**src/rtl/ttr_pkg.sv**
```systemverilog
// Package: shared constants, payload types and pipeline structs of the tensor tile repeater.
package ttr_pkg;

    localparam int STORE_DEPTH = 4096;
    localparam int ELEM_WIDTH  = 64;
    localparam int REP_MAX     = 255;

    localparam int AW       = $clog2(STORE_DEPTH);
    localparam int LPW      = AW + 1;
    localparam int CW       = 12;
    localparam int DW       = 13;
    localparam int RW       = 8;
    localparam int FIELD_W  = 64;
    localparam int SIZE_MAX = 4096;
    localparam int CFG_IW   = 3;
    localparam int CFG_DW   = 13;
    localparam int PW       = AW + DW + 1;

    localparam logic CMD_LOAD  = 1'b0;
    localparam logic CMD_FETCH = 1'b1;

    localparam logic [CFG_IW-1:0] REG_ROWS       = 3'd0;
    localparam logic [CFG_IW-1:0] REG_COLS       = 3'd1;
    localparam logic [CFG_IW-1:0] REG_SLICES     = 3'd2;
    localparam logic [CFG_IW-1:0] REG_HYPER      = 3'd3;
    localparam logic [CFG_IW-1:0] REG_REP_ROWS   = 3'd4;
    localparam logic [CFG_IW-1:0] REG_REP_COLS   = 3'd5;
    localparam logic [CFG_IW-1:0] REG_REP_SLICES = 3'd6;
    localparam logic [CFG_IW-1:0] REG_REP_HYPER  = 3'd7;

    typedef struct packed {
        logic               cmd;
        logic [FIELD_W-1:0] value_in;
        logic               load_last;
        logic               col_major;
    } ttr_in_t;

    typedef struct packed {
        logic [FIELD_W-1:0] value_out;
        logic               out_last;
    } ttr_out_t;

    typedef struct packed {
        logic                  fetch;
        logic                  load;
        logic                  last;
        logic                  over;
        logic [AW-1:0]         addr;
        logic [ELEM_WIDTH-1:0] wdata;
        logic [3:0][CW-1:0]    cnt;
        logic [2:0][DW-1:0]    mul;
    } ttr_pipe_t;

    typedef struct packed {
        logic valid;
        logic last;
        logic over;
    } ttr_rsp_t;

endpackage

```
**src/rtl/ttr_addr.sv**
```systemverilog
// Address pipeline: three registered multiply-add steps that form the source address.
module ttr_addr
    import ttr_pkg::*;
(
    input  logic      clk,
    input  logic      rst_n,
    input  ttr_pipe_t pipe_in,
    output ttr_pipe_t pipe_out
);

    ttr_pipe_t stage_reg  [3];
    ttr_pipe_t stage_next [3];
    ttr_pipe_t stage_in   [3];

    assign stage_in[0] = pipe_in;
    assign stage_in[1] = stage_reg[0];
    assign stage_in[2] = stage_reg[1];

    always_comb
    begin
        logic [PW-1:0] prod;

        prod = '0;
        for (int i = 0; i < 3; i++)
        begin
            stage_next[i] = stage_in[i];
            if (stage_in[i].fetch && !stage_in[i].over)
            begin
                prod = PW'(stage_in[i].addr) * PW'(stage_in[i].mul[i])
                     + PW'(stage_in[i].cnt[i + 1]);
                stage_next[i].over = (prod >= PW'(STORE_DEPTH));
                stage_next[i].addr = prod[AW-1:0];
            end
        end
    end

    always_ff @(posedge clk or negedge rst_n)
    begin
        if (!rst_n)
        begin
            for (int i = 0; i < 3; i++)
            begin
                stage_reg[i] <= '0;
            end
        end
        else
        begin
            stage_reg <= stage_next;
        end
    end

    assign pipe_out = stage_reg[2];

endmodule

```
**config.mk**
```make
export PLATFORM = sky130hd
export DESIGN_NAME = ttr_addr
export DESIGN_NICKNAME = d
export VERILOG_FILES = /design/src/rtl/ttr_pkg.sv /design/src/rtl/ttr_addr.sv
export SDC_FILE = /design/constraint.sdc
export NUM_CORES = 1
export LEC_CHECK = 0
export ABC_AREA = 0
export BUFFER_PORTS_ARGS = -buffer_cell sky130_fd_sc_hd__buf_2
export CORE_MARGIN = 2
export CORE_UTILIZATION = 50
export CTS_BUF_LIST = sky130_fd_sc_hd__clkbuf_16
export CTS_CLUSTER_DIAMETER = 100
export DETAILED_ROUTE_END_ITERATION = 6
export PLACE_DENSITY_LB_ADDON = 0.15
export SLEW_MARGIN = 20
export SYNTH_ARGS = -nofsm -noshare
export SYNTH_HDL_FRONTEND = slang
export SYNTH_SLANG_ARGS = --single-unit
```
**constraint.sdc**
```tcl
create_clock -name clk -period 16.8 [get_ports clk]
set_input_delay 0 -clock clk [delete_from_list [all_inputs] [get_ports clk]]
set_output_delay 0 -clock clk [all_outputs]
set_load 0.05 [all_outputs]
```
* Word-level counts from Yosys, hierarchy flattened
Index checks and enable logic that the tools add are counted.
** Word-level totals
- Flip-flop bits (word level) :: 501
- Latch bits :: 0
- Memory bits (writable) :: 0
- Memory bits (read-only) :: 0
- Bits of input ports :: 169
- Output and inout port bits :: 167
- Word-level logic and storage cells :: 57
- Memories kept :: 0
** Cells by class
- Add/sub/neg operators :: 3
- Multipliers :: 3
- Divide/modulo/power cells :: 0
- Order comparisons :: 3
- Equal/unequal tests :: 0
- Shifts and indexed selects :: 0
- Mux-type cells :: 3
- Bitwise gates (word level) :: 0
- Reduce and logical (&&, ||, !) cells :: 6
** Operators by type and width (count)
- $add A25 B12 Y26 :: 3
- $ge A26 B13 Y1 const B :: 3
- $mul A12 B13 Y25 :: 3
- $mux W13 :: 3
- $logic_and A1 B1 Y1 :: 3
- $logic_not A1 Y1 :: 3

* Depth between registers and ports, before layout
Gate-level depths: netlist of the first run.
- Word-level depth :: 4
- Gate-level depth with buffers :: 23
- Mapped depth without buffers :: 21

* Least setup slack after synthesis of the first run
Ideal clock, no wire load.
- Kind :: register -> register
- From :: register stage_reg (netlist bit stage_in[151])
- To :: register stage_reg (netlist bit pipe_out[163])
- Library setup time :: 142 ps
- Arrival :: 5310 ps
- Data required time :: 16658 ps
- Slack :: 11348 ps
- Cell stages (with the launch flop) :: 23
- Path buffers :: 2
- Clock period less this slack :: 5452 ps
- Cells stage by stage :: dfrtp_1 clkbuf_1 and2_1 fa_1 inv_1 fa_1 inv_1 fa_1 fa_1 inv_1 fa_1 inv_1 ha_1 clkbuf_1 nand2_1 a211oi_1 a31oi_1 a21oi_1 a41oi_1 o31ai_1 xor2_1 nor4_1 a41oi_1
** RTL lines
- from (decl) :: RTL line ttr_addr.sv:11 : ttr_pipe_t stage_reg [3];
- from (signal assigned) :: RTL line ttr_addr.sv:48 : stage_reg <= stage_next;

==> Implementation_results.wiki, run 1 <==
{| class="wikitable"
! Metric !! Value
|-
| Fmax || around 160 MHz
|-
| Number of antenna violations at the first check in global routing || 5
|-
| Launching element type of the critical path || flip-flop
|-
| Cell Rows || 90
|-
| Sinks on Clock Net || about 500
|-
| Mapped Cells || 2635
|-
| Largest net degree at the start of global routing || 138
|-
| Worst relative slew slack || 0.363
|-
| DRC violation count after routing || 0
|-
| Ys async rst share || 1.00
|-
| Clock transition at the register clock pins on the worst setup and hold paths after CTS || ~0.07 ns
|-
| Clock insertion delay at the later pin of the skew report || between 0.6 and 0.7 ns
|-
| Main synth FF type || sky130_fd_sc_hd__dfrtp_1
|-
| Level count of the clock H-tree || 2
|-
| Met2 Wirelength || 35.8 mm
|-
| Dominant combinational cell family by area after synthesis || adder cells
|-
| Number of top-level pins || approximately 340
|-
| Height of the die || roughly 250 um
|-
| Setup-violating endpoint count in the final report || 0
|-
| Sort of element at the end of the critical path || flip-flop
|-
| Count of synthesis-stage warnings from yosys || 0
|-
| Total standard cell area after synthesis || 30300 um2
|-
| Data required, critical path || about 17 ns
|-
| Post-synth EDFFs || 0
|-
| Vias in the first global route || 22400
|-
| Clock tree skew after final layout || between 0.02 and 0.03 ns
|-
| FF+latch count, synth || 501
|-
| Final hold violations || 0
|-
| Global-route congestion overflow total || 0
|-
| CP max FO || 14
|-
| Syn Nets || about 3400
|-
| TritonCTS clock tree || done
|-
| Vias per cell || a little over 5
|-
| First DRT Iteration DRCs || around 950
|-
| CP startpoint || stage_in[154]
|-
| Startpoint of the worst hold path || pipe_in[38]
|-
| Met3 WL || about 3.5 mm
|-
| Sequential share of the synthesized area || 0.414
|-
| Post-Synth XOR/XNOR Area || 0.0110
|-
| Initial Util || 0.504
|-
| Arrival time reported for the critical path endpoint || ~6.6 ns
|-
| Relative area change from synthesis to final layout || 19.1%
|-
| Total routed wirelength || ~70 mm
|-
| Detailed Routing Iterations Pass 1 || 5
|-
| Number of instances resized during post-cts repair || 0
|-
| Multiplexer area fraction after synthesis || 0.00649
|-
| Core Box Area || 60100 um2
|-
| Fin crit period || about 6.1 ns
|-
| Worst min-delay path class || in -> reg
|-
| Root buffer selected by CTS || sky130_fd_sc_hd__clkbuf_16
|-
| DR vias || 19900
|-
| Total negative slack || 0 ns
|-
| Simple-gate portion of the synthesized area || 0.108
|-
| PortBufs || between 300 and 400
|-
| Setup slack of the most critical reg-to-reg path || around 11 ns
|-
| Met1 routed wirelength after detailed routing || approximately 30 mm
|-
| Post-route fraction of the period consumed by the critical path || 0.362
|-
| RR Startpoint || stage_in[154]
|-
| Maxcap violations || 0
|-
| Status || complete, no violations
|-
| Transition time at the pin with the least slew margin || approximately 0.96 ns
|-
| Full die area || about 63000 um2
|-
| Number of routed nets with antenna violations || 0
|-
| Post-Synth Adder-Cell Area || 0.334
|-
| Net count of the finished layout || between 3000 and 4000
|-
| TritonCTS Buffers || 51
|-
| Number of pins with negative max-slew slack in the final report || 0
|-
| Number of distinct library cell variants in the gate-level netlist after synthesis || just under 80
|-
| Clk buf depth || 3
|-
| Area fraction in compound gates after synthesis || 0.0516
|-
| Total half-perimeter wirelength after legalization and detailed placement || approximately 53 mm
|-
| Average detailed-routed wire length per instance || 18.0 um
|-
| Tot GR Track Use || 0.237
|-
| Top routing layer in use || met4
|-
| Fraction of final layout cells with drive strength greater than 1 || 0.141
|-
| Critical path class || reg -> reg
|-
| First-pass GRT wire length || 118 mm
|-
| Horiz. Die Dim || between 200 and 300 um
|-
| RePlAce Congestion || a little under 0.9
|-
| RSZ-0062 raised after global routing || no
|-
| Mean area per synthesized cell || between 10 and 15 um2
|}
per-stage QoR:
| step | hold slack (ns) | worst slack, ns | std cells | instance area, um2 | utilization |
|---|---|---|---|---|---|
| 2_1_floorplan | -0.296 | 11.35 | 2635 | 30300 | - |
| 3_3_place_gp | 0.108 | 10.87 | 3659 | 32600 | 0.542 |
| 3_5_place_dp | 0.109 | 10.74 | 3659 | 32600 | 0.542 |
| 4_1_cts | 0.00152 | 10.72 | 3931 | 36000 | 0.599 |
| 5_1_grt | 0.0103 | 10.33 | 3936 | 36100 | 0.600 |
| 6_report | 0.0299 | 10.72 | 3936 | 36100 | 0.600 |
worst paths after layout:
| path | end | cells past startpoint |
|---|---|---|
| worst max-delay path | pipe_out[163] | 21 |
| worst min-delay path | stage_in[205] | 2 |
| worst max register to register | pipe_out[163] | 21 |
| worst min register to register | stage_in[52] | 0 |
| max in group asynchronous | stage_in[205] | 5 |
| min in group asynchronous | pipe_out[105] | 2 |
per-layer routing:
metal | GRT usage | vias up
li1 | - | 8997
met1 | 0.311 | 10300
met2 | 0.412 | 506
met3 | 0.0370 | 108
met4 | 0.0645 | 0
met5 | 0 | -
critical path, cell delays in order, from the launching register on:
cell                        delay, ns
sky130_fd_sc_hd__dfrtp_1         0.78
sky130_fd_sc_hd__nand2_1         0.18
sky130_fd_sc_hd__fa_1            0.56
sky130_fd_sc_hd__inv_1           0.05
sky130_fd_sc_hd__fa_1            0.49
sky130_fd_sc_hd__inv_1           0.05
sky130_fd_sc_hd__fa_1            0.54
sky130_fd_sc_hd__inv_1           0.05
sky130_fd_sc_hd__fa_1            0.47
sky130_fd_sc_hd__inv_1           0.05
sky130_fd_sc_hd__fa_1            0.50
sky130_fd_sc_hd__inv_1           0.05
sky130_fd_sc_hd__ha_1            0.33
sky130_fd_sc_hd__a21oi_1         0.35
sky130_fd_sc_hd__nand2_1         0.09
sky130_fd_sc_hd__o21ai_0         0.33
sky130_fd_sc_hd__o21ai_1         0.20
sky130_fd_sc_hd__nand4_1         0.13
sky130_fd_sc_hd__o2bb2ai_1       0.17
sky130_fd_sc_hd__xnor2_1         0.11
sky130_fd_sc_hd__nor4_1          0.32
sky130_fd_sc_hd__a41oi_1         0.16
layout make-up:
type                       count  area [um2]
clock inverter                41         377
timing repair buffer         520        3530
sequential                   501       12500
fill                        4992       24100
clock buffer                  51        1280
antenna                        5        12.5
tap                          782         978
inverter                     504        1890
multi-input combinational   1532       15500
Yosys cell counts, types with 6 or more instances:
| master | number | area share |
|---|---|---|
| sky130_fd_sc_hd__a211oi_1 | 11 | 0.0027 |
| sky130_fd_sc_hd__xor2_1 | 17 | 0.0049 |
| sky130_fd_sc_hd__o21ai_0 | 50 | 0.0083 |
| sky130_fd_sc_hd__a21o_1 | 24 | 0.0059 |
| sky130_fd_sc_hd__o21bai_1 | 8 | 0.0020 |
| sky130_fd_sc_hd__mux2_2 | 13 | 0.0048 |
| sky130_fd_sc_hd__o21ai_1 | 7 | 0.0012 |
| sky130_fd_sc_hd__nand2b_1 | 14 | 0.0029 |
| sky130_fd_sc_hd__a31oi_1 | 11 | 0.0023 |
| sky130_fd_sc_hd__nor2_1 | 53 | 0.0066 |
| sky130_fd_sc_hd__xnor2_1 | 21 | 0.0061 |
| sky130_fd_sc_hd__fa_1 | 366 | 0.24 |
| sky130_fd_sc_hd__inv_1 | 503 | 0.062 |
| sky130_fd_sc_hd__clkbuf_1 | 91 | 0.011 |
| sky130_fd_sc_hd__nand3_1 | 15 | 0.0025 |
| sky130_fd_sc_hd__nor3_1 | 6 | 0.00099 |
| sky130_fd_sc_hd__and3_1 | 7 | 0.0014 |
| sky130_fd_sc_hd__ha_1 | 222 | 0.092 |
| sky130_fd_sc_hd__o21a_1 | 7 | 0.0017 |
| sky130_fd_sc_hd__and2_1 | 241 | 0.050 |
| sky130_fd_sc_hd__a21oi_1 | 51 | 0.0084 |
| sky130_fd_sc_hd__dfrtp_1 | 501 | 0.41 |
| sky130_fd_sc_hd__nand2_1 | 283 | 0.035 |
| sky130_fd_sc_hd__nand4_1 | 11 | 0.0023 |
registers in the layout, summed over array words and instances (netlist names):
| register | cells |
|---|---|
| stage_in | 334 |
| pipe_out | 167 |
cells in the final DEF (no fill, tap or decap), types with 11 or more instances in the layout:
cell type                       instances
sky130_fd_sc_hd__xnor2_1               21
sky130_fd_sc_hd__nand2b_1              14
sky130_fd_sc_hd__fa_1                 366
sky130_fd_sc_hd__a21o_1                24
sky130_fd_sc_hd__inv_1                510
sky130_fd_sc_hd__xor2_1                17
sky130_fd_sc_hd__nand2_1              283
sky130_fd_sc_hd__dlygate4sd3_1        180
sky130_fd_sc_hd__nand4_1               11
sky130_fd_sc_hd__o21ai_0               50
sky130_fd_sc_hd__buf_2                334
sky130_fd_sc_hd__and2_1               241
sky130_fd_sc_hd__clkinv_1              12
sky130_fd_sc_hd__nor2_1                53
sky130_fd_sc_hd__a31oi_1               11
sky130_fd_sc_hd__a211oi_1              11
sky130_fd_sc_hd__dfrtp_1              501
sky130_fd_sc_hd__clkbuf_16             51
sky130_fd_sc_hd__ha_1                 222
sky130_fd_sc_hd__nand3_1               15
sky130_fd_sc_hd__a21oi_1               51
sky130_fd_sc_hd__mux2_2                13
logic make-up (layout without fill, tap and decap cells):
family,after synthesis,count (layout)
DFF,501,501
adders and majority gates,588,588
muxes,18,18
xor gates and xnor gates,38,38
AOI/OAI and AO/OA,233,233
other,0,5
and+or+nand+nor,655,655
buffers and inverters,602,1116
timing repair:
item | in CTS | in global routing
endpoints found under the hold margin | 302 | 0
setup buffers | 0 | 0
hold buffers | 180 | 0
Power of run 1 is left out: the tool's default activity adds up to more than one toggle a clock period on the data nets, which glitch-free logic cannot reach.
==> inputs of run 2 (changes only) <==
--- a/config.mk
+++ b/config.mk
@@ -5,7 +5,7 @@
 export SDC_FILE = /design/constraint.sdc
 export NUM_CORES = 1
 export LEC_CHECK = 0
-export ABC_AREA = 0
+export ABC_AREA = 1
 export BUFFER_PORTS_ARGS = -buffer_cell sky130_fd_sc_hd__buf_2
 export CORE_MARGIN = 2
 export CORE_UTILIZATION = 50
==> constraint.sdc (replaced) <==
create_clock -name clk -period 6.15 [get_ports clk]
set_input_delay 0 -clock clk [delete_from_list [all_inputs] [get_ports clk]]
set_output_delay 0 -clock clk [all_outputs]
set_load 0.05 [all_outputs]
==> Implementation_results.wiki, run 2 <==
{| class="wikitable"
! Metric !! Value
|-
| Status || complete, no violations
|-
| Number of antenna violations at the first check in global routing || 1 (-4)
|-
| Synth top area share || 0.394 (-0.0200)
|-
| Sinks on Clock Net || 501 (unchanged)
|-
| Fin crit period || 5.47 ns (-0.613 ns)
|-
| Clock transition at the register clock pins on the worst setup and hold paths after CTS || 0.07 ns (about the same)
|-
| Fmax || 183 MHz (+11%)
|-
| Number of flip-flops in the largest register || 334 (unchanged)
|-
| Non-filler cells in the finished layout || 4756 (+21%)
|-
| RePlAce Congestion || 0.896 (+1.5%)
|-
| Worst relative slew slack || 0.371 (+0.00827)
|-
| Level count of the clock H-tree || 2 (unchanged)
|-
| GRT met2 Usage || 0.423 (+0.0107)
|-
| Max stage delay on crit path || 0.82 ns (+0.04 ns)
|-
| Count of synthesis-stage warnings from yosys || 0 (unchanged)
|-
| Global-route congestion overflow total || 0 (unchanged)
|-
| DRC violation count after routing || 0 (unchanged)
|-
| Cell Rows || 92 (+2.2%)
|-
| Mean area per synthesized cell || 9.51 um2 (-17%)
|-
| CP Buf/Inv Count || 5 (unchanged)
|-
| Cell type with the highest aggregate area in the netlist || sky130_fd_sc_hd__dfrtp_1
|-
| Final hold violations || 0 (unchanged)
|-
| Setup slack of the most critical reg-to-reg path || 0.68 ns (-10.04 ns)
|-
| Transition time at the pin with the least slew margin || 0.944 ns (-0.0124 ns)
|-
| Critical path class || reg -> reg
|-
| Largest net degree at the start of global routing || 189 (+37%)
|-
| First-pass GRT wire length || 127 mm (+8.3%)
|-
| Tot GR Track Use || 0.247 (+0.00956)
|-
| Number of top-level pins || 336 (unchanged)
|-
| Worst-case reg-to-reg path depth || 25 (+19%)
|-
| Data required, critical path || 6.67 ns (-10.60 ns)
|-
| RR Startpoint || stage_in[154]
|-
| Sort of element at the end of the critical path || flip-flop
|-
| Number of routed nets with antenna violations || 0 (unchanged)
|-
| Total half-perimeter wirelength after legalization and detailed placement || 57.4 mm (+8.1%)
|-
| Top area cells in the synthesized netlist || sky130_fd_sc_hd__dfrtp_1 39%, sky130_fd_sc_hd__fa_1 23%, sky130_fd_sc_hd__nand2_1 11%
|-
| Most common library cell in the layout ignoring fill and taps || sky130_fd_sc_hd__inv_1
|-
| Initial Util || 0.505 (+0.00176)
|-
| Number of instances resized during post-cts repair || 0 (unchanged)
|-
| Clk buf depth || 3 (unchanged)
|-
| Detailed Routing Iterations Pass 1 || 5 (unchanged)
|-
| Ys async rst share || 1.00 (unchanged)
|-
| Horiz. Die Dim || 256 um (+2.5%)
|-
| Most used routing layer || met2
|-
| Most frequent cell on the critical path || sky130_fd_sc_hd__nand2_1
|-
| Setup fix buffers added after clock tree synthesis || 0 (unchanged)
|-
| Number of distinct library cell variants in the gate-level netlist after synthesis || 37 (-52%)
|-
| Worst min-delay path class || in -> async
|-
| TritonCTS Buffers || 53 (+3.9%)
|-
| Total negative slack || 0 ns (unchanged)
|-
| TritonCTS clock tree || done
|-
| Post-route fraction of the period consumed by the critical path || 0.890 (+0.527)
|-
| Syn Nets || 4103 (+21%)
|-
| Cell with the most instances after synthesis || sky130_fd_sc_hd__nand2_1
|-
| Family with the most delay on the worst path || adder cells
|-
| PortBufs || 335 (unchanged)
|-
| Total routed wirelength || 76.8 mm (+8.6%)
|-
| DR vias || 22200 (+12%)
|-
| Vias per cell || 4.67 (-7.6%)
|-
| Relative area change from synthesis to final layout || 19.9%
|-
| Net count of the finished layout || 4625 (+20%)
|-
| Worst-path cell with the longest stage delay || sky130_fd_sc_hd__dfrtp_1
|-
| Full die area || 65700 um2 (+5.0%)
|-
| Post-synth EDFFs || 0 (unchanged)
|-
| Height of the die || 256 um (+2.5%)
|-
| Met3 global-route usage || 0.0412 (+0.00423)
|-
| Placed cells || 4451 (+22%)
|-
| Clock insertion delay at the later pin of the skew report || 0.63 ns (about the same)
|-
| Fraction of final layout cells with drive strength greater than 1 || 0.125 (-0.0162)
|-
| Sequential share of the synthesized area || 0.394 (-0.0200)
|-
| Root buffer selected by CTS || sky130_fd_sc_hd__clkbuf_16
|-
| Hold-fix buffers, CTS || 208 (+16%)
|-
| Mapped Cells || 3346 (+27%)
|-
| First DRT Iteration DRCs || 1342 (+42%)
|-
| Launching element type of the critical path || flip-flop
|-
| Clock tree skew after final layout || 0.0231 ns (-0.00223 ns)
|-
| FF+latch count, synth || 501 (unchanged)
|-
| Main synth FF type || sky130_fd_sc_hd__dfrtp_1
|-
| Number of pins with negative max-slew slack in the final report || 0 (unchanged)
|-
| Leading cell types in the layout, fill and taps excluded || 913 x sky130_fd_sc_hd__inv_1, 909 x sky130_fd_sc_hd__nand2_1, 501 x sky130_fd_sc_hd__dfrtp_1, 366 x sky130_fd_sc_hd__fa_1, 334 x sky130_fd_sc_hd__buf_2
|-
| Average detailed-routed wire length per instance || 16.2 um (-10%)
|-
| Arrival time reported for the critical path endpoint || 5.99 ns (-0.57 ns)
|-
| Core Box Area || 63000 um2 (+4.7%)
|-
| CP max FO || 14 (unchanged)
|-
| Total standard cell area after synthesis || 31800 um2 (+5.1%)
|-
| GR met1 Demand/Resource || 0.324 (+0.0130)
|-
| Setup-violating endpoint count in the final report || 0 (unchanged)
|-
| Vias in the first global route || 23900 (+7.0%)
|-
| Maxcap violations || 0 (unchanged)
|-
| RSZ-0062 raised after global routing || no
|-
| FF-to-FF End || pipe_out[163]
|-
| Commonest cells in the netlist || 909 x sky130_fd_sc_hd__nand2_1, 907 x sky130_fd_sc_hd__inv_1, 501 x sky130_fd_sc_hd__dfrtp_1
|}
-- run 2: worst reg2reg max path, stage by stage (launching register included) --
cell and delay, ns:
sky130_fd_sc_hd__dfrtp_1 0.82, sky130_fd_sc_hd__nand2_1 0.19, sky130_fd_sc_hd__fa_1 0.57, sky130_fd_sc_hd__inv_1 0.06
sky130_fd_sc_hd__fa_1 0.49, sky130_fd_sc_hd__inv_1 0.05, sky130_fd_sc_hd__fa_1 0.54, sky130_fd_sc_hd__inv_1 0.05
sky130_fd_sc_hd__fa_1 0.47, sky130_fd_sc_hd__inv_1 0.05, sky130_fd_sc_hd__fa_1 0.48, sky130_fd_sc_hd__inv_1 0.04
sky130_fd_sc_hd__ha_1 0.38, sky130_fd_sc_hd__nand2_2 0.13, sky130_fd_sc_hd__nor2_2 0.16, sky130_fd_sc_hd__nand3_1 0.12
sky130_fd_sc_hd__nand3_1 0.13, sky130_fd_sc_hd__nand2_1 0.06, sky130_fd_sc_hd__nand2_1 0.10, sky130_fd_sc_hd__nand3_1 0.08
sky130_fd_sc_hd__nor2_1 0.10, sky130_fd_sc_hd__nand2_1 0.08, sky130_fd_sc_hd__nor2_2 0.07, sky130_fd_sc_hd__nand2_1 0.05
sky130_fd_sc_hd__nand2_1 0.05, sky130_fd_sc_hd__nand2_1 0.05
-- run 2: stage by stage --
stage / hold WS, ns / utilization / area [um2] / setup slack [ns]
6_report: 0.0202 / 0.606 / 38200 / 0.679
5_1_grt: 0.0109 / 0.606 / 38200 / 0.306
4_1_cts: 0.00143 / 0.606 / 38200 / 0.663
3_5_place_dp: 0.0929 / 0.545 / 34300 / 0.672
3_3_place_gp: 0.0979 / 0.545 / 34300 / 0.748
2_1_floorplan: -0.296 / - / 31800 / 1.28
-- run 2: worst max path at each step --
stage / cells past startpoint / from / slack (ns) / end
6_report: 25 / stage_in[154] / 0.68 / pipe_out[163]
2_1_floorplan: 29 / stage_in[321] / 1.28 / stage_in[163]
4_1_cts: 25 / stage_in[154] / 0.66 / pipe_out[163]
5_1_grt: 25 / stage_in[154] / 0.31 / pipe_out[163]
3_5_place_dp: 25 / stage_in[154] / 0.67 / pipe_out[163]
3_3_place_gp: 26 / stage_in[154] / 0.75 / pipe_out[163]
-- run 2: area by class of cell --
type	count	area, um2
Fill cell	5451	24800
Multi-Input combinational cell	1843	15500
Sequential cell	501	12500
Timing Repair Buffer	548	3830
Inverter	921	3460
Clock buffer	53	1330
Tap cell	846	1060
Clock inverter	43	434
Antenna cell	1	2.50
-- run 2: logic make-up (layout without fill, tap and decap cells) --
group,after synthesis,after routing,synth area share
AND/OR/NAND/NOR,1139,1139,0.146
buffers and inverters,1002,1565,0.118
adder cells (fa/ha/maj),588,588,0.318
flip-flops,501,501,0.394
AO/OA/AOI/OAI,84,84,0.0145
XOR/XNOR,24,24,0.00661
multiplexers,8,8,0.00283
other,0,1,0
-- run 2: layer usage --
metal	vias up	part of all wire
met5	-	0
met4	0	0.027
met3	123	0.052
met2	517	0.49
met1	10900	0.43
li1	10600	-
Power of run 2 is left out for the same reason.
