File: config.mk
export PLATFORM = sky130hd
export DESIGN_NAME = ttr_ctrl
export DESIGN_NICKNAME = d
export VERILOG_FILES = /design/src/rtl/ttr_pkg.sv /design/src/rtl/ttr_ctrl.sv
export SDC_FILE = /design/constraint.sdc
export NUM_CORES = 1
export LEC_CHECK = 0
export ABC_AREA = 1
export ABC_CLOCK_PERIOD_IN_PS = 4700
export CAP_MARGIN = 40
export CELL_PAD_IN_SITES_DETAIL_PLACEMENT = 1
export CELL_PAD_IN_SITES_GLOBAL_PLACEMENT = 2
export CORE_UTILIZATION = 36
export DETAILED_ROUTE_END_ITERATION = 10
export DONT_BUFFER_PORTS = 1
export GPL_TIMING_DRIVEN = 1
export PLACE_DENSITY = 0.88
export SETUP_SLACK_MARGIN = 0.05
export SYNTH_ARGS = -nofsm -noshare
export SYNTH_HDL_FRONTEND = slang
export SYNTH_SLANG_ARGS = --single-unit
File: constraint.sdc
create_clock -name clk -period 4.7 [get_ports clk]
set_input_delay 0.94 -clock clk [delete_from_list [all_inputs] [get_ports clk]]
set_output_delay 0.94 -clock clk [all_outputs]
set_load 0.005 [all_outputs]
File: src/rtl/ttr_pkg.sv
// Package: shared constants, payload types and pipeline structs of the tensor tile repeater.
package ttr_pkg;

    localparam int STORE_DEPTH = 4096;
    localparam int ELEM_WIDTH  = 64;
    localparam int REP_MAX     = 255;

    localparam int AW       = $clog2(STORE_DEPTH);
    localparam int LPW      = AW + 1;
    localparam int CW       = 12;
    localparam int DW       = 13;
    localparam int RW       = 8;
    localparam int FIELD_W  = 64;
    localparam int SIZE_MAX = 4096;
    localparam int CFG_IW   = 3;
    localparam int CFG_DW   = 13;
    localparam int PW       = AW + DW + 1;

    localparam logic CMD_LOAD  = 1'b0;
    localparam logic CMD_FETCH = 1'b1;

    localparam logic [CFG_IW-1:0] REG_ROWS       = 3'd0;
    localparam logic [CFG_IW-1:0] REG_COLS       = 3'd1;
    localparam logic [CFG_IW-1:0] REG_SLICES     = 3'd2;
    localparam logic [CFG_IW-1:0] REG_HYPER      = 3'd3;
    localparam logic [CFG_IW-1:0] REG_REP_ROWS   = 3'd4;
    localparam logic [CFG_IW-1:0] REG_REP_COLS   = 3'd5;
    localparam logic [CFG_IW-1:0] REG_REP_SLICES = 3'd6;
    localparam logic [CFG_IW-1:0] REG_REP_HYPER  = 3'd7;

    typedef struct packed {
        logic               cmd;
        logic [FIELD_W-1:0] value_in;
        logic               load_last;
        logic               col_major;
    } ttr_in_t;

    typedef struct packed {
        logic [FIELD_W-1:0] value_out;
        logic               out_last;
    } ttr_out_t;

    typedef struct packed {
        logic                  fetch;
        logic                  load;
        logic                  last;
        logic                  over;
        logic [AW-1:0]         addr;
        logic [ELEM_WIDTH-1:0] wdata;
        logic [3:0][CW-1:0]    cnt;
        logic [2:0][DW-1:0]    mul;
    } ttr_pipe_t;

    typedef struct packed {
        logic valid;
        logic last;
        logic over;
    } ttr_rsp_t;

endpackage

File: src/rtl/ttr_ctrl.sv
// Control: configuration registers, load pointer, walk counters and the input register.
module ttr_ctrl
    import ttr_pkg::*;
(
    input  logic                clk,
    input  logic                rst_n,
    input  logic                accept,
    input  ttr_in_t             item,
    input  logic                cfg_we,
    input  logic [CFG_IW-1:0]   cfg_index,
    input  logic [CFG_DW-1:0]   cfg_data,
    output ttr_pipe_t           pipe
);

    logic [DW-1:0]  sizes_reg [4];
    logic [RW-1:0]  reps_reg  [4];
    logic [LPW-1:0] lp_reg, lp_next;
    logic [CW-1:0]  inner_reg [4];
    logic [CW-1:0]  inner_next [4];
    logic [RW-1:0]  rep_reg [4];
    logic [RW-1:0]  rep_next [4];
    logic           layout_reg, layout_next;
    logic           emit_reg, emit_next;
    ttr_pipe_t      pipe_reg, pipe_next;

    logic [DW-1:0]  size_sat;
    logic [RW-1:0]  rep_sat;
    logic           any_zero;

    assign size_sat = (cfg_data > DW'(SIZE_MAX)) ? DW'(SIZE_MAX) : cfg_data;
    assign rep_sat  = (32'(cfg_data[RW-1:0]) > REP_MAX) ? RW'(REP_MAX) : cfg_data[RW-1:0];

    always_comb
    begin
        any_zero = 1'b0;
        for (int d = 0; d < 4; d++)
        begin
            if (sizes_reg[d] == '0 || reps_reg[d] == '0)
            begin
                any_zero = 1'b1;
            end
        end
    end

    always_comb
    begin
        logic       carry;
        logic [1:0] d;
        logic [DW-1:0] inc;
        logic [RW:0]   rinc;

        lp_next     = lp_reg;
        layout_next = layout_reg;
        emit_next   = emit_reg;
        inner_next  = inner_reg;
        rep_next    = rep_reg;
        pipe_next   = pipe_reg;
        pipe_next.fetch = 1'b0;
        pipe_next.load  = 1'b0;
        carry = 1'b0;
        d     = 2'd0;
        inc   = '0;
        rinc  = '0;

        if (accept)
        begin
            if (item.cmd == CMD_LOAD)
            begin
                emit_next = 1'b0;
                pipe_next.addr  = lp_reg[AW-1:0];
                pipe_next.over  = 1'b0;
                pipe_next.wdata = item.value_in[ELEM_WIDTH-1:0];
                if (32'(lp_reg) < STORE_DEPTH)
                begin
                    pipe_next.load = 1'b1;
                    lp_next = lp_reg + LPW'(1);
                end
                if (item.load_last)
                begin
                    lp_next     = '0;
                    layout_next = item.col_major;
                    for (int k = 0; k < 4; k++)
                    begin
                        inner_next[k] = '0;
                        rep_next[k]   = '0;
                    end
                    emit_next = !any_zero;
                end
            end
            else if (emit_reg)
            begin
                if (any_zero)
                begin
                    emit_next = 1'b0;
                end
                else
                begin
                    pipe_next.fetch = 1'b1;
                    for (int i = 0; i < 4; i++)
                    begin
                        pipe_next.cnt[i] = layout_reg ? inner_reg[3 - i] : inner_reg[i];
                    end
                    for (int i = 0; i < 3; i++)
                    begin
                        pipe_next.mul[i] = layout_reg ? sizes_reg[2 - i] : sizes_reg[i + 1];
                    end
                    pipe_next.addr = AW'(pipe_next.cnt[0]);
                    pipe_next.over = (32'(pipe_next.cnt[0]) >= STORE_DEPTH);

                    carry = 1'b1;
                    for (int k = 0; k < 4; k++)
                    begin
                        d = layout_reg ? 2'(k) : 2'(3 - k);
                        if (carry)
                        begin
                            inc = DW'(inner_reg[d]) + DW'(1);
                            if (inc >= sizes_reg[d])
                            begin
                                inner_next[d] = '0;
                                rinc = {1'b0, rep_reg[d]} + (RW+1)'(1);
                                if (rinc >= {1'b0, reps_reg[d]})
                                begin
                                    rep_next[d] = '0;
                                end
                                else
                                begin
                                    rep_next[d] = rinc[RW-1:0];
                                    carry = 1'b0;
                                end
                            end
                            else
                            begin
                                inner_next[d] = inc[CW-1:0];
                                carry = 1'b0;
                            end
                        end
                    end
                    pipe_next.last = carry;
                    if (carry)
                    begin
                        emit_next = 1'b0;
                        for (int k = 0; k < 4; k++)
                        begin
                            inner_next[k] = '0;
                            rep_next[k]   = '0;
                        end
                    end
                end
            end
        end
    end

    always_ff @(posedge clk or negedge rst_n)
    begin
        if (!rst_n)
        begin
            for (int d = 0; d < 4; d++)
            begin
                sizes_reg[d] <= DW'(1);
                reps_reg[d]  <= RW'(1);
            end
        end
        else if (cfg_we)
        begin
            unique case (cfg_index)
                REG_ROWS:       sizes_reg[0] <= size_sat;
                REG_COLS:       sizes_reg[1] <= size_sat;
                REG_SLICES:     sizes_reg[2] <= size_sat;
                REG_HYPER:      sizes_reg[3] <= size_sat;
                REG_REP_ROWS:   reps_reg[0]  <= rep_sat;
                REG_REP_COLS:   reps_reg[1]  <= rep_sat;
                REG_REP_SLICES: reps_reg[2]  <= rep_sat;
                REG_REP_HYPER:  reps_reg[3]  <= rep_sat;
                default:        ;
            endcase
        end
    end

    always_ff @(posedge clk or negedge rst_n)
    begin
        if (!rst_n)
        begin
            lp_reg     <= '0;
            layout_reg <= 1'b0;
            emit_reg   <= 1'b0;
            pipe_reg   <= '0;
            for (int d = 0; d < 4; d++)
            begin
                inner_reg[d] <= '0;
                rep_reg[d]   <= '0;
            end
        end
        else
        begin
            lp_reg     <= lp_next;
            layout_reg <= layout_next;
            emit_reg   <= emit_next;
            pipe_reg   <= pipe_next;
            inner_reg  <= inner_next;
            rep_reg    <= rep_next;
        end
    end

    assign pipe = pipe_reg;

endmodule

# After elaboration in Yosys (flattened, before gate mapping)
# Cells that the tools add are included.
[op_classes]
addsub = 9
bitwise = 22
n_reduce_logical = 34
mux = 188
magnitude_cmp = 18
n_eq_ne = 9
[ops]
columns = ["operator", "count"]
rows = [
  ["$mux W48", 24],
  ["$mux W32", 28],
  ["$mux W87", 3],
  ["$mux W13", 15],
  ["$and A48 B48 Y48", 4],
  ["$bwmux W48", 4],
  ["$mux W12", 16],
  ["$not A48 Y48", 4],
  ["$mux W167", 1],
  ["$mux W8", 20],
  ["$and A32 B32 Y32", 4],
  ["$bmux W8 S2", 8],
  ["$bwmux W32", 4],
  ["$not A32 Y32", 4],
  ["$bmux W13 S2", 4],
  ["$bmux W12 S2", 4],
  ["$demux W12 S2", 4],
  ["$demux W8 S2", 4],
  ["$mux W64", 1],
  ["$add A12 B1 Y13 const B", 4],
  ["$ge A13 B13 Y1", 4],
  ["$logic_not A13 Y1", 4],
  ["$mux W1", 42],
  ["$add A8 B1 Y9 const B", 4],
  ["other kinds (24)", 66],
]
[totals]
input_bits = 87
word_cells = 312
ff_bits = 346
out_inout_bits = 167

# Depth between registers and ports, before layout
# Gate-level depths: netlist (run 1).
[logic_depth]
ltp_word = 38
mapped_depth = 32

# Least setup slack after synthesis (run 1)
# No wires, ideal clock.
[synth_path]
path_kind = "reg-to-reg"
startpoint = "register layout_reg"
endpoint = "register inner_reg[7] (netlist bit)"
period_less_slack_ps = 4046
stages_incl_launch_ff = 33
n_path_buf = 6
path_slack_ps = 654
arrival_time_ps = 3969
setup_time_ps = 77
cell_sequence = "dfrtp_1 -> buf_6 -> buf_8 -> buf_6 -> buf_8 -> buf_6 -> nand2_1 -> o21ai_0 -> inv_1 -> ha_1 -> inv_1 -> nor2_1 -> nand3_1 -> nor2_1 -> nand2_1 -> or2_1 -> nand2_1 -> inv_2 -> ha_1 -> a21oi_1 -> o21ai_0 -> a21oi_1 -> nand3_1 -> nand2_1 -> inv_2 -> nand2_4 -> inv_2 -> nand2_4 -> nand2_8 -> inv_6 -> buf_6 -> nand2_1 -> o21ai_1"
[synth_via]
elab_chain_cells = 34
word_cells_on_any_way = 154
cone_classes = "add/sub (8); order compare (16); mux (114); bitwise (12); reduce/logical (4)"
[synth_lines]
columns = ["item", "line_no", "rtl"]
rows = [
  ["start, declared", "ttr_ctrl.sv:22", "logic layout_reg, layout_next;"],
  ["start signal, assigned", "ttr_ctrl.sv:196", "layout_reg <= layout_next;"],
  ["parallel branches: the longest is 30 deep, another holds $add A12 B1 Y13", "--", ""],
  ["$mux W48 *", "ttr_ctrl.sv:139", "if (carry)"],
  ["$mux W48 *", "ttr_ctrl.sv:92", "if (any_zero)"],
  ["$mux W48 *", "ttr_ctrl.sv:90", "else if (emit_reg)"],
  ["$mux W48 *", "ttr_ctrl.sv:67", "if (item.cmd == CMD_LOAD)"],
  ["end signal, assigned", "ttr_ctrl.sv:199", "inner_reg <= inner_next;"],
  ["end, declared", "ttr_ctrl.sv:18", "logic [CW-1:0] inner_reg [4];"],
]
# Every way passes the cells marked *. The select of a mux whose other input is x is not followed.
# A chain may end at the register's enable or synchronous reset.

# Worst setup path after layout (run 1)
[layout_path]
startpoint = "register layout_reg"
endpoint = "register inner_reg[1] (netlist bit)"
# The elaborated chain is that of the path after synthesis.

==> impl_metrics.xml, run 1 <==
<?xml version="1.0" encoding="UTF-8"?>
<metrics>
  <group name="yosys">
    <metric name="synth.avg_cell_area" unit="µm²">7.00</metric>
    <metric name="most_common_cell_in_the_netlist" unit="">sky130_fd_sc_hd__nand2_1</metric>
    <metric name="synth_top_cells_by_count" unit="">sky130_fd_sc_hd__nand2_1, sky130_fd_sc_hd__o21ai_0, sky130_fd_sc_hd__dfrtp_1</metric>
    <metric name="synth.top_cells.by_area" unit="">sky130_fd_sc_hd__dfrtp_1, sky130_fd_sc_hd__nand2_1, sky130_fd_sc_hd__o21ai_0, sky130_fd_sc_hd__ha_1, sky130_fd_sc_hd__inv_1</metric>
    <metric name="syn_area" unit="µm²">21400</metric>
    <metric name="synth_largest_type_area_fraction" unit="%">39.5</metric>
    <metric name="number_of_distinct_library_cells_after_synthesis" unit="">53</metric>
    <metric name="synth_seq_area_share" unit="%">40.5</metric>
    <metric name="postSynth.topFlopCell" unit="">sky130_fd_sc_hd__dfrtp_1</metric>
    <metric name="share_of_flip_flops_with_an_asynchronous_set_or_reset_after_synthesis" unit="%">100</metric>
    <metric name="synth.ff_latch_count" unit="">345</metric>
    <metric name="synth_warnings" unit="">0</metric>
    <metric name="count_of_flip_flops_with_a_built_in_enable_after_synthesis" unit="">0</metric>
    <metric name="netlist_instances" unit="">3051</metric>
    <metric name="synth_fp_nets" unit="">3232</metric>
    <metric name="synth.largest_area_cell" unit="">sky130_fd_sc_hd__dfrtp_1</metric>
  </group>
  <group name="timing">
    <metric name="finalSetupViolCount" unit="">0</metric>
    <metric name="final_max_slew_viol_count" unit="">0</metric>
    <metric name="period_share" unit="%">94.0</metric>
    <metric name="finalWorstSetupSlack" unit="ps">281</metric>
    <metric name="worst_slew_margin_rel" unit="%">34.3</metric>
    <metric name="achievable_frequency" unit="MHz">226</metric>
    <metric name="final_hold_viol_count" unit="">0</metric>
    <metric name="rsz_0062_raised_after_global_routing" unit="">no</metric>
    <metric name="clock-skew-final" unit="ps">26.0</metric>
    <metric name="period_minus_slack" unit="ps">4420</metric>
    <metric name="worstMarginPinSlew" unit="ps">975</metric>
  </group>
  <group name="global_route">
    <metric name="globalRouteOverflowTotal" unit="">0</metric>
    <metric name="grt_first_pass_wirelength" unit="mm">125</metric>
    <metric name="groute.layer.met2.usage" unit="%">46.4</metric>
    <metric name="pin_count_of_the_biggest_net_entering_global_routing" unit="">346</metric>
    <metric name="grt_busiest_layer" unit="">met2</metric>
    <metric name="global_route.usage.total" unit="%">26.4</metric>
    <metric name="grt_antenna_before_repair" unit="">1</metric>
    <metric name="met3_usage" unit="%">4.01</metric>
    <metric name="grt.met1_usage" unit="%">32.2</metric>
    <metric name="number_of_global_route_vias_before_repair" unit="">21884</metric>
  </group>
  <group name="place">
    <metric name="detailedPlacementHpwl" unit="mm">59.6</metric>
    <metric name="io_buffers" unit="">0</metric>
    <metric name="placement.cell_area" unit="µm²">22400</metric>
    <metric name="gp_congestion" unit="">0.888</metric>
    <metric name="placement.setup.worst_slack" unit="ps">-122</metric>
  </group>
  <group name="setup_path">
    <metric name="timing.setup.critical_path_class" unit="">reg2reg</metric>
    <metric name="endpoint_kind" unit="">flop</metric>
    <metric name="cpPeakStageDelay" unit="ps">540</metric>
    <metric name="worstSetupStartpointType" unit="">flop</metric>
    <metric name="crit_top_cell" unit="">sky130_fd_sc_hd__nand2_1</metric>
    <metric name="critical_path_peak_fanout" unit="">16</metric>
    <metric name="crit_slowest_cell" unit="">sky130_fd_sc_hd__dfrtp_4</metric>
    <metric name="cp.arrival" unit="ps">4890</metric>
    <metric name="cp_data_required_time" unit="ps">5170</metric>
  </group>
  <group name="pwr">
    <metric name="p_sw" unit="W">0.00381</metric>
    <metric name="internal_power" unit="W">0.00661</metric>
    <metric name="clock_power_share" unit="%">35.1</metric>
    <metric name="switching_share_of_power" unit="%">36.6</metric>
    <metric name="highest_ir_drop_seen_on_vdd" unit="mV">0.267</metric>
    <metric name="p_leak" unit="nW">12.5</metric>
    <metric name="share_comb_of_total_power" unit="%">27.0</metric>
    <metric name="power-per-cell-area" unit="nW/µm²">431</metric>
    <metric name="pwr-share-seq" unit="%">38.0</metric>
  </group>
  <group name="cts">
    <metric name="worst_skew_pair.late_latency" unit="ps">590</metric>
    <metric name="cts-buffers-inserted" unit="">43</metric>
    <metric name="root_buffer" unit="">sky130_fd_sc_hd__clkbuf_16</metric>
    <metric name="number_of_h_tree_levels" unit="">2</metric>
    <metric name="clock_sinks" unit="">345</metric>
    <metric name="worst_setup_hold_path_clk_slew" unit="ps">60</metric>
    <metric name="clk_path_buf_depth" unit="">3</metric>
    <metric name="cts_tree" unit="">done</metric>
  </group>
  <group name="die">
    <metric name="chipWidth" unit="µm">246</metric>
    <metric name="io_pins" unit="">254</metric>
    <metric name="rows" unit="">88</metric>
    <metric name="initial_utilization" unit="%">36.7</metric>
    <metric name="placeableCoreArea" unit="µm²">58100</metric>
    <metric name="die_h" unit="µm">246</metric>
    <metric name="dieArea" unit="µm²">60300</metric>
  </group>
  <group name="detailed_routing">
    <metric name="route.vias.total" unit="">20672</metric>
    <metric name="detail_route.wirelength" unit="mm">80.2</metric>
    <metric name="detailedRoute.firstPassIterationCount" unit="">5</metric>
    <metric name="initialDrtViolationCount" unit="">1115</metric>
    <metric name="detail-route-antenna-nets" unit="">0</metric>
    <metric name="detail_route.vias_per_cell" unit="">5.36</metric>
    <metric name="avgRoutedWirePerCell" unit="µm">20.8</metric>
    <metric name="drc" unit="">0</metric>
  </group>
  <group name="cells_and_area">
    <metric name="design.final.nets" unit="">3241</metric>
    <metric name="fillCellCount" unit="">7350</metric>
    <metric name="layout-area-overhead-vs-synth" unit="%">13.2</metric>
    <metric name="number_of_antenna_cells_inserted" unit="">0</metric>
    <metric name="largest_register_ffs" unit="">166</metric>
    <metric name="fin_area" unit="µm²">24200</metric>
    <metric name="drive_above_1_share" unit="%">8.76</metric>
  </group>
  <group name="job">
    <metric name="total_of_max_cap_violations" unit="">0</metric>
  </group>
  <group name="run_status">
    <metric name="outcome" unit="">complete, no violations</metric>
  </group>
  <group name="min_path">
    <metric name="min-delay-path-class" unit="">in2async</metric>
  </group>
</metrics>
[through the flow]
| step | total power, W | util (%) | TNS (ps) | hold WS (ps) | std cells |
|---|---|---|---|---|---|
| after global routing | 0.0110 | 41.6 | 0 | 30.8 | 3860 |
| final | 0.0104 | 41.6 | 0 | 58.3 | 3860 |
| after global placement | 0.00658 | 38.5 | 0 | 462 | 3769 |
| after detailed placement | 0.00672 | 38.5 | -713 | 469 | 3772 |
| after floorplan | 0.00563 | - | 0 | 449 | 3051 |
| after CTS | 0.0104 | 41.2 | 0 | 29.1 | 3852 |
[what timing repair did]
| action | in CTS | in global routing |
|---|---|---|
| hold buffers | 0 | 0 |
| setup buffers | 0 | 5 |
| pin swaps | 0 | 2 |
| cloned | 0 | 3 |
| gates resized for setup | 2 | 26 |
| setup endpoints to repair | 8 | 79 |
[worst paths after layout]
check	start	to	slack, ps	depth (start not counted)
worst max register to register	layout_reg	inner_reg[1]	280	29
worst min register to register	inner_reg[16]	inner_reg[16]	480	2
max in group asynchronous	rst_n	pipe[92]	4060	0
worst min-delay path	rst_n	pipe[22]	60	0
min in group clk	item[33]	pipe[118]	480	2
worst max-delay path	layout_reg	inner_reg[1]	280	29
[per-layer routing]
metal  vias up  part of all wire, %
met1     10311                   42
met4         0                  3.8
met3       133                  4.3
li1       9785                    -
met5         -                    0
met2       443                   50
[power by group through the flow]
stage / logic [W] / registers, W / clock network, W
2_1_floorplan: 0.00183 / 0.00380 / 0
5_1_grt: 0.00317 / 0.00402 / 0.00384
6_report: 0.00281 / 0.00395 / 0.00365
3_3_place_gp: 0.00259 / 0.00398 / 0
3_5_place_dp: 0.00272 / 0.00400 / 0
4_1_cts: 0.00275 / 0.00396 / 0.00373
[layout by cell type, fill, tap and decap left out, types with 7 or more instances in the layout]
master	instances
sky130_fd_sc_hd__nand2_1	1283
sky130_fd_sc_hd__o21ai_0	337
sky130_fd_sc_hd__dfrtp_1	336
sky130_fd_sc_hd__inv_1	256
sky130_fd_sc_hd__nand3_1	144
sky130_fd_sc_hd__nor2_1	106
sky130_fd_sc_hd__ha_1	94
sky130_fd_sc_hd__buf_4	80
sky130_fd_sc_hd__a21oi_1	57
sky130_fd_sc_hd__o21ai_1	47
sky130_fd_sc_hd__clkbuf_16	47
sky130_fd_sc_hd__nand4_1	44
sky130_fd_sc_hd__xor2_1	30
sky130_fd_sc_hd__nor3_1	24
sky130_fd_sc_hd__nor2_2	22
sky130_fd_sc_hd__nor4_1	22
sky130_fd_sc_hd__o21ai_2	12
sky130_fd_sc_hd__nand2_2	11
sky130_fd_sc_hd__inv_2	11
sky130_fd_sc_hd__nand3b_1	11
sky130_fd_sc_hd__xnor2_1	10
sky130_fd_sc_hd__nor2_4	9
sky130_fd_sc_hd__clkbuf_8	8
sky130_fd_sc_hd__dfstp_2	8
sky130_fd_sc_hd__bufinv_16	7
sky130_fd_sc_hd__clkbuf_1	7
[critical path: cells and delay by family, from the launching register on]
kind                       cells  cell delay (ps)
xor gates and xnor gates       1              200
DFF                            1              540
AOI/OAI and AO/OA              3              530
adders and majority gates      2              540
and+or+nand+nor               13             1050
buffers and inverters         10             1440
[cell families after synthesis]
logic type / share of synthesized area, %
and+or+nand+nor: 32.7
AOI/OAI and AO/OA: 11.4
buffers and inverters: 7.99
DFF: 40.5
adders and majority gates: 5.51
xor gates and xnor gates: 1.88
other: 0.0176
[final cells by class]
cell class | instances | area, µm² | share of cell area [%]
multi-input combinational | 2304 | 11100 | 46.0
tap | 765 | 957 | 3.96
clock buffer | 59 | 1240 | 5.12
clock inverter | 21 | 314 | 1.30
timing repair buffer | 95 | 880 | 3.64
sequential | 345 | 8650 | 35.8
inverter | 271 | 1030 | 4.25
Note: power is estimated with default switching activity, not from simulation.
==> inputs of run 2 (changes only) <==
--- a/config.mk
+++ b/config.mk
@@ -10,11 +10,12 @@
 export CAP_MARGIN = 40
 export CELL_PAD_IN_SITES_DETAIL_PLACEMENT = 1
 export CELL_PAD_IN_SITES_GLOBAL_PLACEMENT = 2
-export CORE_UTILIZATION = 36
+export CORE_UTILIZATION = 25
+export CTS_CLUSTER_DIAMETER = 120
 export DETAILED_ROUTE_END_ITERATION = 10
 export DONT_BUFFER_PORTS = 1
 export GPL_TIMING_DRIVEN = 1
-export PLACE_DENSITY = 0.88
+export PLACE_DENSITY = 0.67
 export SETUP_SLACK_MARGIN = 0.05
 export SYNTH_ARGS = -nofsm -noshare
 export SYNTH_HDL_FRONTEND = slang
==> run 2 against run 1 <==
  * Critical path depth shrank 8
  * Critical endpoint is now inner_reg[3]
  * Total power is 2.0% higher
  * Worst hold slack worse by 9.9 ps
==> impl_metrics.xml, run 2 (synthesis results as in run 1) <==
<?xml version="1.0" encoding="UTF-8"?>
<metrics>
  <group name="run_status">
    <metric name="outcome" unit="">complete, no violations</metric>
  </group>
  <group name="cts">
    <metric name="root_buffer" unit="">sky130_fd_sc_hd__clkbuf_16</metric>
    <metric name="worst_setup_hold_path_clk_slew" unit="ps">60</metric>
    <metric name="clock_sinks" unit="">345</metric>
    <metric name="number_of_h_tree_levels" unit="">2</metric>
    <metric name="cts-buffers-inserted" unit="">46</metric>
    <metric name="clk_path_buf_depth" unit="">3</metric>
    <metric name="worst_skew_pair.late_latency" unit="ps">590</metric>
    <metric name="hold_buffers" unit="">0</metric>
    <metric name="cts_tree" unit="">done</metric>
  </group>
  <group name="detailed_routing">
    <metric name="detail_route.vias_per_cell" unit="">4.64</metric>
    <metric name="avgRoutedWirePerCell" unit="µm">19.7</metric>
    <metric name="drc" unit="">0</metric>
    <metric name="initialDrtViolationCount" unit="">1052</metric>
    <metric name="detail-route-antenna-nets" unit="">0</metric>
    <metric name="detail_route.wirelength" unit="mm">83.5</metric>
    <metric name="route.vias.total" unit="">19659</metric>
    <metric name="detailedRoute.firstPassIterationCount" unit="">5</metric>
  </group>
  <group name="setup_path">
    <metric name="cp_data_required_time" unit="ps">5200</metric>
    <metric name="timing.setup.critical_path_class" unit="">reg2reg</metric>
    <metric name="endpoint_kind" unit="">flop</metric>
    <metric name="critical_path_peak_fanout" unit="">17</metric>
    <metric name="worstSetupStartpointType" unit="">flop</metric>
    <metric name="cp.arrival" unit="ps">4830</metric>
    <metric name="r2r_start" unit="">layout_reg</metric>
    <metric name="r2r_setup_slack" unit="ps">370</metric>
    <metric name="crit_start" unit="">layout_reg</metric>
  </group>
  <group name="min_path">
    <metric name="min-delay-path-class" unit="">in2async</metric>
  </group>
  <group name="timing">
    <metric name="finalWorstSetupSlack" unit="ps">368</metric>
    <metric name="clock-skew-final" unit="ps">16.7</metric>
    <metric name="rsz_0062_raised_after_global_routing" unit="">no</metric>
    <metric name="final_hold_viol_count" unit="">0</metric>
    <metric name="final_max_slew_viol_count" unit="">0</metric>
    <metric name="period_minus_slack" unit="ps">4330</metric>
    <metric name="worstMarginPinSlew" unit="ps">1400</metric>
    <metric name="finalSetupViolCount" unit="">0</metric>
    <metric name="period_share" unit="%">92.2</metric>
    <metric name="fin_tns_setup" unit="ps">0</metric>
    <metric name="achievable_frequency" unit="MHz">231</metric>
    <metric name="holdWs" unit="ps">48.4</metric>
    <metric name="worst_slew_margin_rel" unit="%">6.61</metric>
  </group>
  <group name="global_route">
    <metric name="grt_antenna_before_repair" unit="">1</metric>
    <metric name="grt_first_pass_wirelength" unit="mm">126</metric>
    <metric name="pin_count_of_the_biggest_net_entering_global_routing" unit="">346</metric>
    <metric name="globalRouteOverflowTotal" unit="">0</metric>
    <metric name="global_route.usage.total" unit="%">18.9</metric>
    <metric name="number_of_global_route_vias_before_repair" unit="">20059</metric>
  </group>
  <group name="die">
    <metric name="die_h" unit="µm">294</metric>
    <metric name="dieArea" unit="µm²">86600</metric>
    <metric name="placeableCoreArea" unit="µm²">84100</metric>
    <metric name="initial_utilization" unit="%">25.4</metric>
    <metric name="rows" unit="">106</metric>
    <metric name="io_pins" unit="">254</metric>
    <metric name="chipWidth" unit="µm">294</metric>
  </group>
  <group name="place">
    <metric name="io_buffers" unit="">0</metric>
    <metric name="detailedPlacementHpwl" unit="mm">62.2</metric>
    <metric name="placement.setup.worst_slack" unit="ps">220</metric>
    <metric name="gp_congestion" unit="">0.861</metric>
  </group>
  <group name="pwr">
    <metric name="p_leak" unit="nW">12.6</metric>
    <metric name="highest_ir_drop_seen_on_vdd" unit="mV">0.253</metric>
    <metric name="share_comb_of_total_power" unit="%">26.5</metric>
    <metric name="clock_power_share" unit="%">36.5</metric>
    <metric name="p_sw" unit="W">0.00389</metric>
    <metric name="power-per-cell-area" unit="nW/µm²">429</metric>
    <metric name="internal_power" unit="W">0.00674</metric>
    <metric name="switching_share_of_power" unit="%">36.6</metric>
    <metric name="report.power.total" unit="W">0.0106</metric>
    <metric name="pwr-share-seq" unit="%">37.0</metric>
  </group>
  <group name="cells_and_area">
    <metric name="number_of_antenna_cells_inserted" unit="">0</metric>
    <metric name="commonest_non_fill_non_tap_cell_in_the_layout" unit="">sky130_fd_sc_hd__nand2_1</metric>
    <metric name="drive_above_1_share" unit="%">8.79</metric>
    <metric name="largest_register_ffs" unit="">166</metric>
    <metric name="layout_common_cells" unit="">sky130_fd_sc_hd__nand2_1, sky130_fd_sc_hd__o21ai_0, sky130_fd_sc_hd__dfrtp_1, sky130_fd_sc_hd__inv_1, sky130_fd_sc_hd__nand3_1</metric>
    <metric name="design.final.nets" unit="">3251</metric>
    <metric name="fillCellCount" unit="">10459</metric>
    <metric name="layout-area-overhead-vs-synth" unit="%">15.9</metric>
  </group>
  <group name="job">
    <metric name="total_of_max_cap_violations" unit="">0</metric>
  </group>
</metrics>
==> run 2: cell types whose count changed in the layout (fill, tap and decap cells not counted), moves of 2 or more <==
| cell | delta |
|---|---|
| sky130_fd_sc_hd__nand2_1 | +2 |
| sky130_fd_sc_hd__clkinv_2 | +4 |
| sky130_fd_sc_hd__o21ai_1 | +2 |
| sky130_fd_sc_hd__o21ai_2 | -2 |
| sky130_fd_sc_hd__buf_12 | +2 |
| sky130_fd_sc_hd__buf_4 | +4 |
| sky130_fd_sc_hd__nand2_2 | -3 |
| sky130_fd_sc_hd__nor2_4 | -2 |
| sky130_fd_sc_hd__clkbuf_8 | -4 |
| sky130_fd_sc_hd__clkbuf_16 | +2 |
| sky130_fd_sc_hd__nor2_1 | +2 |
==> run 2: worst max-delay path, stage by stage (launching register included) <==
cell	delay, ps
sky130_fd_sc_hd__dfrtp_4	560
sky130_fd_sc_hd__buf_4	230
sky130_fd_sc_hd__o21a_1	260
sky130_fd_sc_hd__inv_1	300
sky130_fd_sc_hd__ha_1	310
sky130_fd_sc_hd__nand2_1	90
sky130_fd_sc_hd__nor2_2	180
sky130_fd_sc_hd__nand3_2	130
sky130_fd_sc_hd__nor2_2	120
sky130_fd_sc_hd__xor2_1	150
sky130_fd_sc_hd__buf_4	180
sky130_fd_sc_hd__ha_1	270
sky130_fd_sc_hd__a21oi_1	130
sky130_fd_sc_hd__o21ai_0	80
sky130_fd_sc_hd__a21oi_1	150
sky130_fd_sc_hd__nand3_2	190
sky130_fd_sc_hd__nor2_2	270
sky130_fd_sc_hd__buf_4	190
sky130_fd_sc_hd__nand4_1	190
sky130_fd_sc_hd__nand3_1	160
sky130_fd_sc_hd__nand2_1	50
sky130_fd_sc_hd__o21ai_0	70
==> run 2: final cells by class <==
cell class / count / area, µm² / area share (%)
multi-input combinational: 2304 / 11100 / 44.7
sequential: 345 / 8650 / 34.9
tap: 1134 / 1420 / 5.73
clock buffer: 57 / 1250 / 5.06
inverter: 271 / 1030 / 4.16
timing repair buffer: 102 / 961 / 3.88
clock inverter: 28 / 387 / 1.56
==> run 2: stage by stage <==
step	instances	util (%)	instance area [µm²]
finish	4241	29.4	24800
global route	4241	29.4	24800
CTS	4239	29.3	24600
detailed placement	4154	27.3	23000
global placement	4150	27.3	22900
floorplan	3051	-	21400
==> run 2: path summary, 6_finish.rpt <==
check,endpoint,cells after the start
hold reg to reg,inner_reg[16],2
max in group asynchronous,pipe[133],0
setup reg to reg,inner_reg[3],21
hold / removal,pipe[23],0
min in group clk,pipe[97],2
setup / recovery,inner_reg[3],21
==> run 2: layer usage <==
| layer | share of wire, % | wire [µm] | GRT usage [%] | vias up |
|---|---|---|---|---|
| li1 | - | - | - | 9800 |
| met1 | 43 | 36200 | 23.5 | 9505 |
| met2 | 51 | 42600 | 34.1 | 256 |
| met3 | 3.0 | 2510 | 2.16 | 98 |
| met4 | 2.6 | 2190 | 5.34 | 0 |
| met5 | 0 | 0 | 0 | - |
==> run 2: power groups by stage <==
| stage | logic (W) | clock network [W] | registers (W) |
|---|---|---|---|
| finish | 0.00282 | 0.00388 | 0.00393 |
| global route | 0.00320 | 0.00409 | 0.00400 |
| CTS | 0.00282 | 0.00399 | 0.00395 |
| detailed placement | 0.00281 | 0 | 0.00400 |
| global placement | 0.00278 | 0 | 0.00399 |
| floorplan | 0.00183 | 0 | 0.00380 |
==> run 2: what timing repair did <==
action,4_1_cts,5_1_grt
resized for setup,0,19
endpoints found under the setup margin,0,68
hold endpoints to repair,0,0
buffers inserted,0,0
